### config.mk
export PLATFORM = sky130hd
export DESIGN_NAME = hsv_to_rgb_converter
export DESIGN_NICKNAME = d
export VERILOG_FILES = /design/src/rtl/core/hsvrgb_pkg.sv /design/src/rtl/core/hsvrgb_front.sv /design/src/rtl/core/hsvrgb_terms.sv /design/src/rtl/core/hsv_to_rgb_converter.sv
export SDC_FILE = /design/constraint.sdc
export NUM_CORES = 2
export LEC_CHECK = 0
export BUFFER_PORTS_ARGS = -buffer_cell sky130_fd_sc_hd__buf_4
export CORE_MARGIN = 2
export CORE_UTILIZATION = 30
export CTS_CLUSTER_DIAMETER = 60
export DETAILED_ROUTE_END_ITERATION = 7
export PLACE_DENSITY = 0.46
export SLEW_MARGIN = 25
export SYNTH_ARGS = -nofsm -noshare
export SYNTH_HDL_FRONTEND = slang
export SYNTH_SLANG_ARGS = --single-unit
### constraint.sdc
create_clock -name clk -period 6.7 [get_ports clk]
set_input_delay 0.335 -clock clk [delete_from_list [all_inputs] [get_ports clk]]
set_output_delay 0.335 -clock clk [all_outputs]
set_load 0.05 [all_outputs]
### src/rtl/core/hsvrgb_pkg.sv
// ----------------------------------------------------------------------------
// hsvrgb_pkg
// Shared constants, types and the rounded fixed-point multiply for the
// HSV to RGB converter pipeline.
// ----------------------------------------------------------------------------
package hsvrgb_pkg;

  localparam int FRAC_BITS     = 12;
  localparam int HUE_FRAC_BITS = 6;

  localparam int IN_W   = 16;
  localparam int CH_W   = FRAC_BITS + 1;
  localparam int ONE_V  = 1 << FRAC_BITS;
  localparam int HALF_V = 1 << (FRAC_BITS - 1);

  localparam int SECTOR_COUNT = 6;
  localparam int SECTOR_U     = 60 << HUE_FRAC_BITS;
  localparam int FULL_U       = 360 << HUE_FRAC_BITS;

  // 360 degrees is 45 times a power of two, 60 degrees is 15 times one
  localparam int FULL_ODD = 45;
  localparam int SEC_ODD  = 15;

  localparam int IN_SPAN = 1 << (IN_W - 1);
  localparam int HUE_OFS = FULL_U * ((IN_SPAN + FULL_U - 1) / FULL_U);
  localparam int U_MAX   = IN_SPAN - 1 + HUE_OFS;
  localparam int U_W     = $clog2(U_MAX + 1);

  localparam int HW_SH = HUE_FRAC_BITS + 3;
  localparam int X_MAX = U_MAX >> HW_SH;
  localparam int X_W   = $clog2(X_MAX + 1);
  localparam int Q_MAX = U_MAX / FULL_U;
  localparam int Q_W   = $clog2(Q_MAX + 1);
  localparam int KH    = $clog2(X_MAX * FULL_ODD) + 1;
  localparam int MH    = ((1 << KH) + FULL_ODD - 1) / FULL_ODD;
  localparam int MH_W  = $clog2(MH + 1);
  localparam int PH_W  = X_W + MH_W + Q_W;

  localparam int HW_W  = $clog2(FULL_U);
  localparam int REM_W = $clog2(SECTOR_U);

  localparam int RS_SH = HUE_FRAC_BITS + 2;
  localparam int Y_W   = FRAC_BITS + 4;
  localparam int KF    = FRAC_BITS + 8;
  localparam int MF    = ((1 << KF) + SEC_ODD - 1) / SEC_ODD;
  localparam int MF_W  = $clog2(MF + 1);
  localparam int PF_W  = Y_W + MF_W;

  localparam int FRONT_DEPTH = 5;
  localparam int TERM_DEPTH  = 2;

  typedef logic signed [IN_W-1:0] sample_t;
  typedef logic [CH_W-1:0]        chan_t;
  typedef logic [FRAC_BITS-1:0]   frac_t;

  typedef enum logic [2:0] {
    SEC_RY = 3'd0,
    SEC_YG = 3'd1,
    SEC_GC = 3'd2,
    SEC_CB = 3'd3,
    SEC_BM = 3'd4,
    SEC_MR = 3'd5
  } sector_t;

  typedef struct packed {
    sector_t sec;
    frac_t   f;
    chan_t   s;
    chan_t   v;
    sample_t alpha;
    logic    warn;
  } sector_item_t;

  typedef struct packed {
    sector_t sec;
    chan_t   v;
    chan_t   p;
    chan_t   q;
    chan_t   t;
    sample_t alpha;
    logic    warn;
  } term_item_t;

  function automatic chan_t fmul(chan_t a, chan_t b);
    logic [2*CH_W-1:0] prod;
    prod = {{CH_W{1'b0}}, a} * {{CH_W{1'b0}}, b} + (2*CH_W)'(HALF_V);
    return prod[FRAC_BITS +: CH_W];
  endfunction

endpackage

### src/rtl/core/hsvrgb_front.sv
// ----------------------------------------------------------------------------
// hsvrgb_front
// Five-stage front end: clamp saturation and value, flag out-of-range
// inputs, wrap the hue by reciprocal multiply, find sector and fraction.
// ----------------------------------------------------------------------------
module hsvrgb_front (
  input  logic                      clk,
  input  logic                      rst_n,
  input  logic                      in_valid,
  output logic                      in_ready,
  input  hsvrgb_pkg::sample_t       hue,
  input  hsvrgb_pkg::sample_t       saturation,
  input  hsvrgb_pkg::sample_t       brightness,
  input  hsvrgb_pkg::sample_t       alpha_in,
  output logic                      out_valid,
  input  logic                      out_ready,
  output hsvrgb_pkg::sector_item_t  out_item
);
  import hsvrgb_pkg::*;

  typedef struct packed {
    chan_t   s;
    chan_t   v;
    sample_t alpha;
    logic    warn;
  } carry_t;

  function automatic chan_t clamp_unit(logic signed [31:0] x);
    chan_t res;
    if (x < 0) begin
      res = '0;
    end else if (x > ONE_V) begin
      res = CH_W'(ONE_V);
    end else begin
      res = CH_W'(x);
    end
    return res;
  endfunction

  logic [FRONT_DEPTH-1:0] vld_r, vld_nxt, adv;

  logic [U_W-1:0]   u1_r, u_nxt;
  carry_t           c1_r, c_nxt;
  logic [U_W-1:0]   u2_r;
  logic [Q_W-1:0]   q2_r, q_nxt;
  carry_t           c2_r;
  logic [HW_W-1:0]  hw3_r, hw_nxt;
  carry_t           c3_r;
  sector_t          sec4_r, sec_nxt;
  logic [REM_W-1:0] rem4_r, rem_nxt;
  carry_t           c4_r;
  sector_item_t     item5_r, item_nxt;

  logic signed [31:0]     h32, s32, v32;
  logic [X_W-1:0]         x_h;
  logic [PH_W-1:0]        prod_h;
  logic [U_W-1:0]         qfull;
  logic [HW_W-1:0]        base;
  logic [REM_W+FRAC_BITS-1:0] rsh;
  logic [Y_W-1:0]         y_f;
  logic [PF_W-1:0]        prod_f;

  always_comb begin
    adv[FRONT_DEPTH-1] = !vld_r[FRONT_DEPTH-1] || out_ready;
    for (int i = FRONT_DEPTH - 2; i >= 0; i--) begin
      adv[i] = !vld_r[i] || adv[i+1];
    end
    vld_nxt[0] = adv[0] ? in_valid : vld_r[0];
    for (int i = 1; i < FRONT_DEPTH; i++) begin
      vld_nxt[i] = adv[i] ? vld_r[i-1] : vld_r[i];
    end
  end

  always_comb begin
    h32 = 32'(hue);
    s32 = 32'(saturation);
    v32 = 32'(brightness);
    c_nxt.warn  = (h32 < 0) || (h32 > FULL_U) || (s32 < 0) || (s32 > ONE_V) ||
                  (v32 < 0) || (v32 > ONE_V);
    c_nxt.s     = clamp_unit(s32);
    c_nxt.v     = clamp_unit(v32);
    c_nxt.alpha = alpha_in;
    u_nxt       = U_W'(h32 + HUE_OFS);
  end

  always_comb begin
    x_h    = X_W'(u1_r >> HW_SH);
    prod_h = PH_W'(x_h) * PH_W'(MH);
    q_nxt  = prod_h[KH +: Q_W];
  end

  always_comb begin
    qfull  = U_W'(32'(q2_r) * FULL_U);
    hw_nxt = HW_W'(u2_r - qfull);
  end

  always_comb begin
    sec_nxt = SEC_RY;
    base    = '0;
    for (int k = 1; k < SECTOR_COUNT; k++) begin
      if (hw3_r >= HW_W'(k * SECTOR_U)) begin
        sec_nxt = sector_t'(k);
        base    = HW_W'(k * SECTOR_U);
      end
    end
    rem_nxt = REM_W'(hw3_r - base);
  end

  always_comb begin
    rsh            = {rem4_r, {FRAC_BITS{1'b0}}};
    y_f            = Y_W'(rsh >> RS_SH);
    prod_f         = PF_W'(y_f) * PF_W'(MF);
    item_nxt.sec   = sec4_r;
    item_nxt.f     = prod_f[KF +: FRAC_BITS];
    item_nxt.s     = c4_r.s;
    item_nxt.v     = c4_r.v;
    item_nxt.alpha = c4_r.alpha;
    item_nxt.warn  = c4_r.warn;
  end

  always_ff @(posedge clk) begin
    if (!rst_n) begin
      vld_r <= '0;
    end else begin
      vld_r <= vld_nxt;
    end
  end

  always_ff @(posedge clk) begin
    if (adv[0]) begin
      u1_r <= u_nxt;
      c1_r <= c_nxt;
    end
    if (adv[1]) begin
      u2_r <= u1_r;
      q2_r <= q_nxt;
      c2_r <= c1_r;
    end
    if (adv[2]) begin
      hw3_r <= hw_nxt;
      c3_r  <= c2_r;
    end
    if (adv[3]) begin
      sec4_r <= sec_nxt;
      rem4_r <= rem_nxt;
      c4_r   <= c3_r;
    end
    if (adv[4]) begin
      item5_r <= item_nxt;
    end
  end

  assign in_ready  = adv[0];
  assign out_valid = vld_r[FRONT_DEPTH-1];
  assign out_item  = item5_r;

endmodule

### src/rtl/core/hsvrgb_terms.sv
// ----------------------------------------------------------------------------
// hsvrgb_terms
// Two-stage multiply section: form f*s, (1-f)*s and p, then q and t.
// ----------------------------------------------------------------------------
module hsvrgb_terms (
  input  logic                      clk,
  input  logic                      rst_n,
  input  logic                      in_valid,
  output logic                      in_ready,
  input  hsvrgb_pkg::sector_item_t  in_item,
  output logic                      out_valid,
  input  logic                      out_ready,
  output hsvrgb_pkg::term_item_t    out_item
);
  import hsvrgb_pkg::*;

  logic [TERM_DEPTH-1:0] vld_r, vld_nxt, adv;

  sector_t    sec1_r;
  chan_t      v1_r, p1_r, fs1_r, fns1_r;
  chan_t      p_nxt, fs_nxt, fns_nxt;
  sample_t    a1_r;
  logic       w1_r;
  term_item_t item2_r, item_nxt;
  chan_t      one_c, f_c;

  always_comb begin
    adv[TERM_DEPTH-1] = !vld_r[TERM_DEPTH-1] || out_ready;
    for (int i = TERM_DEPTH - 2; i >= 0; i--) begin
      adv[i] = !vld_r[i] || adv[i+1];
    end
    vld_nxt[0] = adv[0] ? in_valid : vld_r[0];
    for (int i = 1; i < TERM_DEPTH; i++) begin
      vld_nxt[i] = adv[i] ? vld_r[i-1] : vld_r[i];
    end
  end

  always_comb begin
    one_c   = CH_W'(ONE_V);
    f_c     = {1'b0, in_item.f};
    p_nxt   = fmul(in_item.v, one_c - in_item.s);
    fs_nxt  = fmul(f_c, in_item.s);
    fns_nxt = fmul(one_c - f_c, in_item.s);
  end

  always_comb begin
    item_nxt.sec   = sec1_r;
    item_nxt.v     = v1_r;
    item_nxt.p     = p1_r;
    item_nxt.q     = fmul(v1_r, one_c - fs1_r);
    item_nxt.t     = fmul(v1_r, one_c - fns1_r);
    item_nxt.alpha = a1_r;
    item_nxt.warn  = w1_r;
  end

  always_ff @(posedge clk) begin
    if (!rst_n) begin
      vld_r <= '0;
    end else begin
      vld_r <= vld_nxt;
    end
  end

  always_ff @(posedge clk) begin
    if (adv[0]) begin
      sec1_r <= in_item.sec;
      v1_r   <= in_item.v;
      p1_r   <= p_nxt;
      fs1_r  <= fs_nxt;
      fns1_r <= fns_nxt;
      a1_r   <= in_item.alpha;
      w1_r   <= in_item.warn;
    end
    if (adv[1]) begin
      item2_r <= item_nxt;
    end
  end

  assign in_ready  = adv[0];
  assign out_valid = vld_r[TERM_DEPTH-1];
  assign out_item  = item2_r;

endmodule

### src/rtl/core/hsv_to_rgb_converter.sv
// Throughput: one request per cycle while the output is not stalled by
// out_ready; the hue wrap, sector search, fraction reciprocal and the two
// rounds of multiplies each hold their own stage.
// Reset: synchronous active-low rst_n clears all stage valid bits; data
// registers are not reset.
// ----------------------------------------------------------------------------
// hsv_to_rgb_converter
// Fixed-point HSV to RGB conversion with alpha pass-through and a range
// warning flag. Front end, multiply section and a registered channel select.
// ----------------------------------------------------------------------------
module hsv_to_rgb_converter (
  input  logic                 clk,
  input  logic                 rst_n,
  input  logic                 in_valid,
  output logic                 in_ready,
  input  hsvrgb_pkg::sample_t  in_hue,
  input  hsvrgb_pkg::sample_t  in_saturation,
  input  hsvrgb_pkg::sample_t  in_brightness,
  input  hsvrgb_pkg::sample_t  in_alpha_in,
  output logic                 out_valid,
  input  logic                 out_ready,
  output hsvrgb_pkg::chan_t    out_red,
  output hsvrgb_pkg::chan_t    out_green,
  output hsvrgb_pkg::chan_t    out_blue,
  output hsvrgb_pkg::sample_t  out_alpha_out,
  output logic                 out_range_warning
);
  import hsvrgb_pkg::*;

  logic         fr_valid, fr_ready;
  sector_item_t fr_item;
  logic         tm_valid, tm_ready;
  term_item_t   tm_item;

  logic    valid_r, valid_nxt, adv;
  chan_t   red_r, green_r, blue_r;
  chan_t   red_nxt, green_nxt, blue_nxt;
  sample_t alpha_r;
  logic    warn_r;

  hsvrgb_front u_front (
    .clk        (clk),
    .rst_n      (rst_n),
    .in_valid   (in_valid),
    .in_ready   (in_ready),
    .hue        (in_hue),
    .saturation (in_saturation),
    .brightness (in_brightness),
    .alpha_in   (in_alpha_in),
    .out_valid  (fr_valid),
    .out_ready  (fr_ready),
    .out_item   (fr_item)
  );

  hsvrgb_terms u_terms (
    .clk       (clk),
    .rst_n     (rst_n),
    .in_valid  (fr_valid),
    .in_ready  (fr_ready),
    .in_item   (fr_item),
    .out_valid (tm_valid),
    .out_ready (tm_ready),
    .out_item  (tm_item)
  );

  assign adv       = !valid_r || out_ready;
  assign tm_ready  = adv;
  assign valid_nxt = adv ? tm_valid : valid_r;

  always_comb begin
    case (tm_item.sec)
      SEC_RY: begin
        red_nxt = tm_item.v; green_nxt = tm_item.t; blue_nxt = tm_item.p;
      end
      SEC_YG: begin
        red_nxt = tm_item.q; green_nxt = tm_item.v; blue_nxt = tm_item.p;
      end
      SEC_GC: begin
        red_nxt = tm_item.p; green_nxt = tm_item.v; blue_nxt = tm_item.t;
      end
      SEC_CB: begin
        red_nxt = tm_item.p; green_nxt = tm_item.q; blue_nxt = tm_item.v;
      end
      SEC_BM: begin
        red_nxt = tm_item.t; green_nxt = tm_item.p; blue_nxt = tm_item.v;
      end
      default: begin
        red_nxt = tm_item.v; green_nxt = tm_item.p; blue_nxt = tm_item.q;
      end
    endcase
  end

  always_ff @(posedge clk) begin
    if (!rst_n) begin
      valid_r <= 1'b0;
    end else begin
      valid_r <= valid_nxt;
    end
  end

  always_ff @(posedge clk) begin
    if (adv) begin
      red_r   <= red_nxt;
      green_r <= green_nxt;
      blue_r  <= blue_nxt;
      alpha_r <= tm_item.alpha;
      warn_r  <= tm_item.warn;
    end
  end

  assign out_valid         = valid_r;
  assign out_red           = red_r;
  assign out_green         = green_r;
  assign out_blue          = blue_r;
  assign out_alpha_out     = alpha_r;
  assign out_range_warning = warn_r;

`ifndef SYNTH
  a_chan_bound: assert property (@(posedge clk) disable iff (!rst_n)
    out_valid |-> (out_red <= CH_W'(ONE_V)) && (out_green <= CH_W'(ONE_V)) &&
                  (out_blue <= CH_W'(ONE_V)))
    else $error("channel above full scale");

  a_full_stall: assert property (@(posedge clk) disable iff (!rst_n)
    !in_ready |-> out_valid && !out_ready)
    else $error("input stalled while output not blocked");

  a_reset_clear: assert property (@(posedge clk)
    !rst_n |=> !out_valid)
    else $error("result valid right after reset");
`endif

endmodule
# Yosys cells after proc, flatten, opt, wreduce, memory -nomap -nowiden
# Index checks and enable logic that the tools add are counted.
# W data, S select, Z words.
[word_totals]
reg_bits = 502
in_bits = 68
out_inout_bits = 58
elab_cells = 136
[classes]
addsub = 12
multipliers = 8
magnitude_cmp = 11
eq_ne = 4
mux = 14
n_reduce_logical = 29
[op_table]
columns = ["op", "n"]
rows = [
  ["$add A25 B12 Y25 const B", 5],
  ["$pmux W13 S3", 3],
  ["$mul A13 B13 Y25", 4],
  ["$mux W12", 5],
  ["$lt A16 B1 Y1 const B", 3],
  ["$sub A13 B13 Y13 const A", 3],
  ["$gt A16 B14 Y1 const B", 2],
  ["$ge A15 B14 Y1 const B", 2],
  ["$mul A12 B16 Y27 const B", 1],
  ["$mux W13", 2],
  ["$mul A12 B13 Y25", 1],
  ["$add A16 B17 Y17 const B", 1],
  ["$gt A16 B16 Y1 const B", 1],
  ["$mul A8 B9 Y16 const B", 1],
  ["$ge A15 B12 Y1 const B", 1],
  ["$ge A15 B13 Y1 const B", 1],
  ["$ge A15 B15 Y1 const B", 1],
  ["$sub A15 B15 Y15", 1],
  ["$reduce_or A2 Y1", 7],
  ["$logic_or A1 B1 Y1", 13],
  ["$sub A13 B12 Y13 const A", 1],
  ["$sub A12 B12 Y12", 1],
  ["$logic_not A1 Y1", 8],
  ["$eq A3 B2 Y1 const B", 2],
  ["6 further kinds", 8],
]

# Depth between registers and ports, before layout
[depth]
depth_word = 9
mapped_depth = 28
mapped_depth_nobuf = 26

# By module
# Synthesis repeated with hierarchy kept, for this count alone.
[hier_totals]
hier_cells = 4223
hier_area_um2 = 46711.0
[by_module_without_submodules]
columns = ["mod", "instances", "cells_each", "area_per_inst_um2", "seq_area_each_um2"]
rows = [
  ["hsvrgb_terms", 1, 3286, 31351.3, 4364.2],
  ["hsvrgb_front", 1, 707, 12414.4, 8928.6],
  ["hsv_to_rgb_converter", 1, 230, 2945.3, 1701.6],
]

# Worst setup path after synthesis
# Ideal clock, no wire load.
[synth_timing]
path_kind = "reg2reg"
start = "register u_terms.fs1_r[0]"
end = "register u_terms.item2_r (netlist bit u_terms.out_item[42]) (data pin)"
setup_ns = 0.268
t_arrival_ns = 6.443
required_ns = 6.432
path_slack_ns = -0.011
stages_incl_launch_ff = 25
n_path_buf = 2
period_less_slack_ns = 6.711
path_cell_list = "edfxtp_1 > clkbuf_1 > inv_1 > ha_1 > or3b_4 > nor3_1 > xnor2_1 > clkbuf_1 > nand2_1 > fa_1 > fa_1 > fa_1 > inv_1 > fa_1 > fa_1 > fa_1 > ha_1 > a21oi_1 > o21ai_0 > a21oi_1 > a21boi_2 > a41oi_2 > o21ai_1 > o41ai_1 > xnor2_1"
[synth_lines]
columns = ["item", "line", "text"]
rows = [
  ["start, declared", "hsvrgb_terms.sv:20", "chan_t v1_r, p1_r, fs1_r, fns1_r;"],
  ["start signal, assigned", "hsvrgb_terms.sv:69", "fs1_r <= fs_nxt;"],
  ["end signal, assigned", "hsvrgb_terms.sv:75", "item2_r <= item_nxt;"],
  ["end, declared", "hsvrgb_terms.sv:24", "term_item_t item2_r, item_nxt;"],
]

# Worst setup path in the final report
[layout_timing]
start = "register u_front.item5_r (netlist bit u_front.out_item[33])"
end = "register u_terms.p1_r[9] (data pin)"
[layout_between]
elab_chain_cells = 3
[layout_rtl]
columns = ["item", "line", "text"]
rows = [
  ["start, declared", "hsvrgb_front.sv:52", "sector_item_t item5_r, item_nxt;"],
  ["start signal, assigned", "hsvrgb_front.sv:149", "item5_r <= item_nxt;"],
  ["$sub A13 B13 Y13", "hsvrgb_terms.sv:41", "p_nxt = fmul(in_item.v, one_c - in_item.s);"],
  ["$mul A13 B13 Y25", "hsvrgb_pkg.sv:86", "prod = {{CH_W{1'b0}}, a} * {{CH_W{1'b0}}, b} + (2*CH_W)'(HALF_V);"],
  ["$add A25 B12 Y25", "hsvrgb_pkg.sv:86", ""],
  ["named net u_terms.p_nxt[9]", "hsvrgb_terms.sv:21", "chan_t p_nxt, fs_nxt, fns_nxt;"],
  ["end signal, assigned", "hsvrgb_terms.sv:68", "p1_r <= p_nxt;"],
  ["end, declared", "hsvrgb_terms.sv:20", ""],
]
# The timed path passes the listed nets, and every way through them passes these cells.
# A chain may end at the register's enable or synchronous reset.

==> out/qor.csv <==
stage,metric,value,unit
sta,worstMarginPinSlew,956,ps
yosys,synth_edf_count,494,
yosys,syn-num-nets,5406,
detailed_routing,num_vias,29500,
worst_setup_path,cp-start-kind,register,
placed_design,place_congestion,0.804,
yosys,async_flop_share,0,
yosys,synthTopCellsByArea,"edfxtp_1, fa_1, ha_1",
sta,rsz0062_at_grt,yes,
finish,n_fill_cell,15500,
worst_setup_path,critPathCaptureType,register,
clock_network,root_buffer,clkbuf_16,
finish,layout.nets,5754,
detailed_routing,dr.pass1.iters,7,
yosys,syn_inst,4224,
global_route,grt_start_max_net_pins,61,
detailed_routing,routed_via_density,4.42,
floorplan,start_util,0.303,
sta,timing.final.crit_period,6670,ps
clock_network,clk_latency,650,ps
yosys,syn_area_per_cell,11.1,um2
yosys,synth_ff_type,edfxtp_1,
floorplan,die-area,159000,um2
floorplan,die_w,399,um
sta,finalCritPeriodShare,0.996,
power_and_ir_drop,power_density,277,nW/um2
yosys,synth_top_area_frac,0.318,
floorplan,coreArea,154000,um2
clock_network,tritoncts,built,
power_and_ir_drop,peakVddDrop,225,uV
sta,max_freq,0.150,GHz
worst_setup_path,required,7070,ps
floorplan,ios,126,
outcome,status,finished clean,
hold_path,hold_path_class,primary input to register,
sta,hold_viol_final,0,
detailed_routing,ant_nets,0,
sta,slew_violations,0,
yosys,synth_cell_type_count,68,
yosys,synth.largest_area_cell,edfxtp_1,
floorplan,rows,144,
detailed_routing,wl_per_cell,16.1,um
yosys,ys_ff_latch,502,
global_route,grt_pass1_vias,32300,
job,cap_violations,0,
clock_network,h-tree-depth,2,
yosys,netlist_area,46700,um2
finish,ff_latch_area,15000,um2
worst_setup_path,path_class,register to register,
yosys,synth_warnings,0,
finish,diodes,0,
global_route,grt_pass1_wl,175,mm
detailed_routing,drtIter0Drc,1304,
placed_design,dpl.hpwl,84.3,mm
sta,max_slew_margin,0.363,
worst_setup_path,arrival,7050,ps
power_and_ir_drop,p_leak,0.0262,uW
placed_design,postPlaceCellArea,51500,um2
floorplan,die_h,399,um
global_route,antenna_found_initial,7,
placed_design,io_buffers,125,
yosys,synth-seq-area-share,0.321,
finish,areaGrowthSynthToFinish,19.0,%
clock_network,numCtsBuffers,59,
power_and_ir_drop,p_total,15400,uW
finish,drive_above_1_share,0.158,
clock_network,clk_pin_slew,60,ps
clock_network,clock-sinks,502,
global_route,grt_overflow,0,
detailed_routing,wl,107,mm
sta,hold_ws,50.8,ps
finish,multiInputGateArea,29200,um2
detailed_routing,route.detailed.drc,0,
clock_network,clk_path_buf_depth,3,
worst_setup_path,crit_path_max_fanout,6,
sta,fin_skew,39.0,ps
global_route,track_usage,0.139,
finish,stdcell_area,55600,um2
sta,finalSetupViolCount,0,
cell usage after synthesis, drive strengths merged (6+ instances only):
cell     number
a2111oi       6
a211oi       23
a21o         26
a21oi        82
and2        325
and3         24
buf          22
clkbuf      151
dfxtp         8
edfxtp      494
fa          623
ha          491
inv         801
mux2         39
mux2i        27
nand2       564
nand2b       12
nand3        19
nand4        15
nor2         64
nor2b        25
nor3         38
nor4         18
o21a         18
o21ai        59
o22ai        26
o31ai         6
or3          10
or4           7
xnor2       101
xor2         42
worst max-delay path, stage by stage (launching register included):
cell	delay [ps]
edfxtp_1	430
nor2_4	170
nand3_1	110
or3_4	380
nor4_4	180
xnor2_2	210
nand2_1	140
fa_1	570
inv_2	60
ha_4	260
inv_2	30
fa_1	530
inv_1	50
fa_1	500
fa_1	560
fa_1	430
ha_1	320
a21o_1	220
a211o_1	250
o21ai_2	90
a21oi_4	70
a211oi_4	320
buf_4	170
buf_6	90
o211ai_1	110
nand2_1	110
xnor2_1	70
registers in the layout, summed over array words and instances, names as in the netlist, 5 cells and up:
register,cells
u_terms.out_item,72
u_front.out_item,58
u_front.c1_r,43
u_front.c2_r,43
u_front.c3_r,43
u_front.c4_r,43
u_front.u1_r,17
out_alpha_out,16
u_terms.a1_r,16
u_front.hw3_r,15
u_front.u2_r,15
out_blue,13
out_green,13
out_red,13
u_terms.fns1_r,13
u_terms.fs1_r,13
u_terms.p1_r,13
u_terms.v1_r,13
u_front.rem4_r,12
u_front.vld_r,5
placed cells by master (no fill, tap or decap), types with 27 or more instances in the layout:
master,instances
fa_1,614
dlygate4sd3_1,57
inv_1,784
clkbuf_16,59
mux2i_1,27
ha_1,462
a21oi_1,69
xnor2_1,80
xor2_1,37
o21ai_0,50
mux2_2,39
and2_1,321
edfxtp_1,494
nor2_1,49
buf_4,385
nand2_1,550
report_power, final:
| part | total (uW) | internal (uW) | switching, uW |
|---|---|---|---|
| combinational | 7530 | 3230 | 4290 |
| clock | 3360 | 2030 | 1330 |
| sequential | 4510 | 4120 | 387 |
final timing paths:
path	endpoint	cells past startpoint	slack, ps	startpoint
worst max-delay path	u_terms.p1_r[9]	26	30	u_front.out_item[33]
worst min-delay path	u_front.c1_r[32]	2	50	in_saturation[2]
worst max register to register	u_terms.p1_r[9]	26	30	u_front.out_item[33]
worst min register to register	out_alpha_out[9]	0	410	u_terms.out_item[10]
metal layers:
| layer | vias to the layer above | GRT usage | share of wire |
|---|---|---|---|
| li1 | 14200 | - | - |
| met2 | 404 | 0.229 | 0.46 |
| met3 | 142 | 0.0160 | 0.032 |
| met4 | 2 | 0.0317 | 0.024 |
| met5 | - | 0 | 0.000075 |
| met1 | 14800 | 0.195 | 0.48 |
what timing repair did:
| action | 4_1_cts | 5_1_grt |
|---|---|---|
| pin swaps | 6 | 93 |
| gates resized for setup | 41 | 180 |
| setup buffers | 1 | 28 |
| hold buffers | 57 | 0 |
| endpoints found under the setup margin | 21 | 33 |
| hold endpoints to repair | 62 | 0 |
kinds of logic after synthesis:
family                   count (synthesis)  synth area share
AND/OR/NAND/NOR                       1132             0.118
XOR/XNOR                               143            0.0271
buffers and inverters                  975            0.0788
multiplexers                            66            0.0152
adder cells (fa/ha/maj)               1114             0.399
AO/OA/AOI/OAI                          292            0.0406
flip-flops                             502             0.321
stage by stage:
stage | cells | utilization | setup WS [ps] | TNS (ps)
CTS | 6639 | 0.353 | 7.20 | 0
global route | 6666 | 0.360 | -270 | -2750
global placement | 6470 | 0.334 | -192 | -1150
floorplan | 4224 | - | 67.2 | 0
finish | 6666 | 0.360 | 25.9 | 0
detailed placement | 6470 | 0.334 | -246 | -2110
cell type report:
cell class | count | share of cell area
sequential | 502 | 0.270
inverter | 802 | 0.0542
timing repair buffer | 460 | 0.0669
clock inverter | 42 | 0.0100
clock buffer | 69 | 0.0272
tap | 2044 | 0.0460
multi-input combinational | 2747 | 0.526
Power figures use the tool's default switching activity.
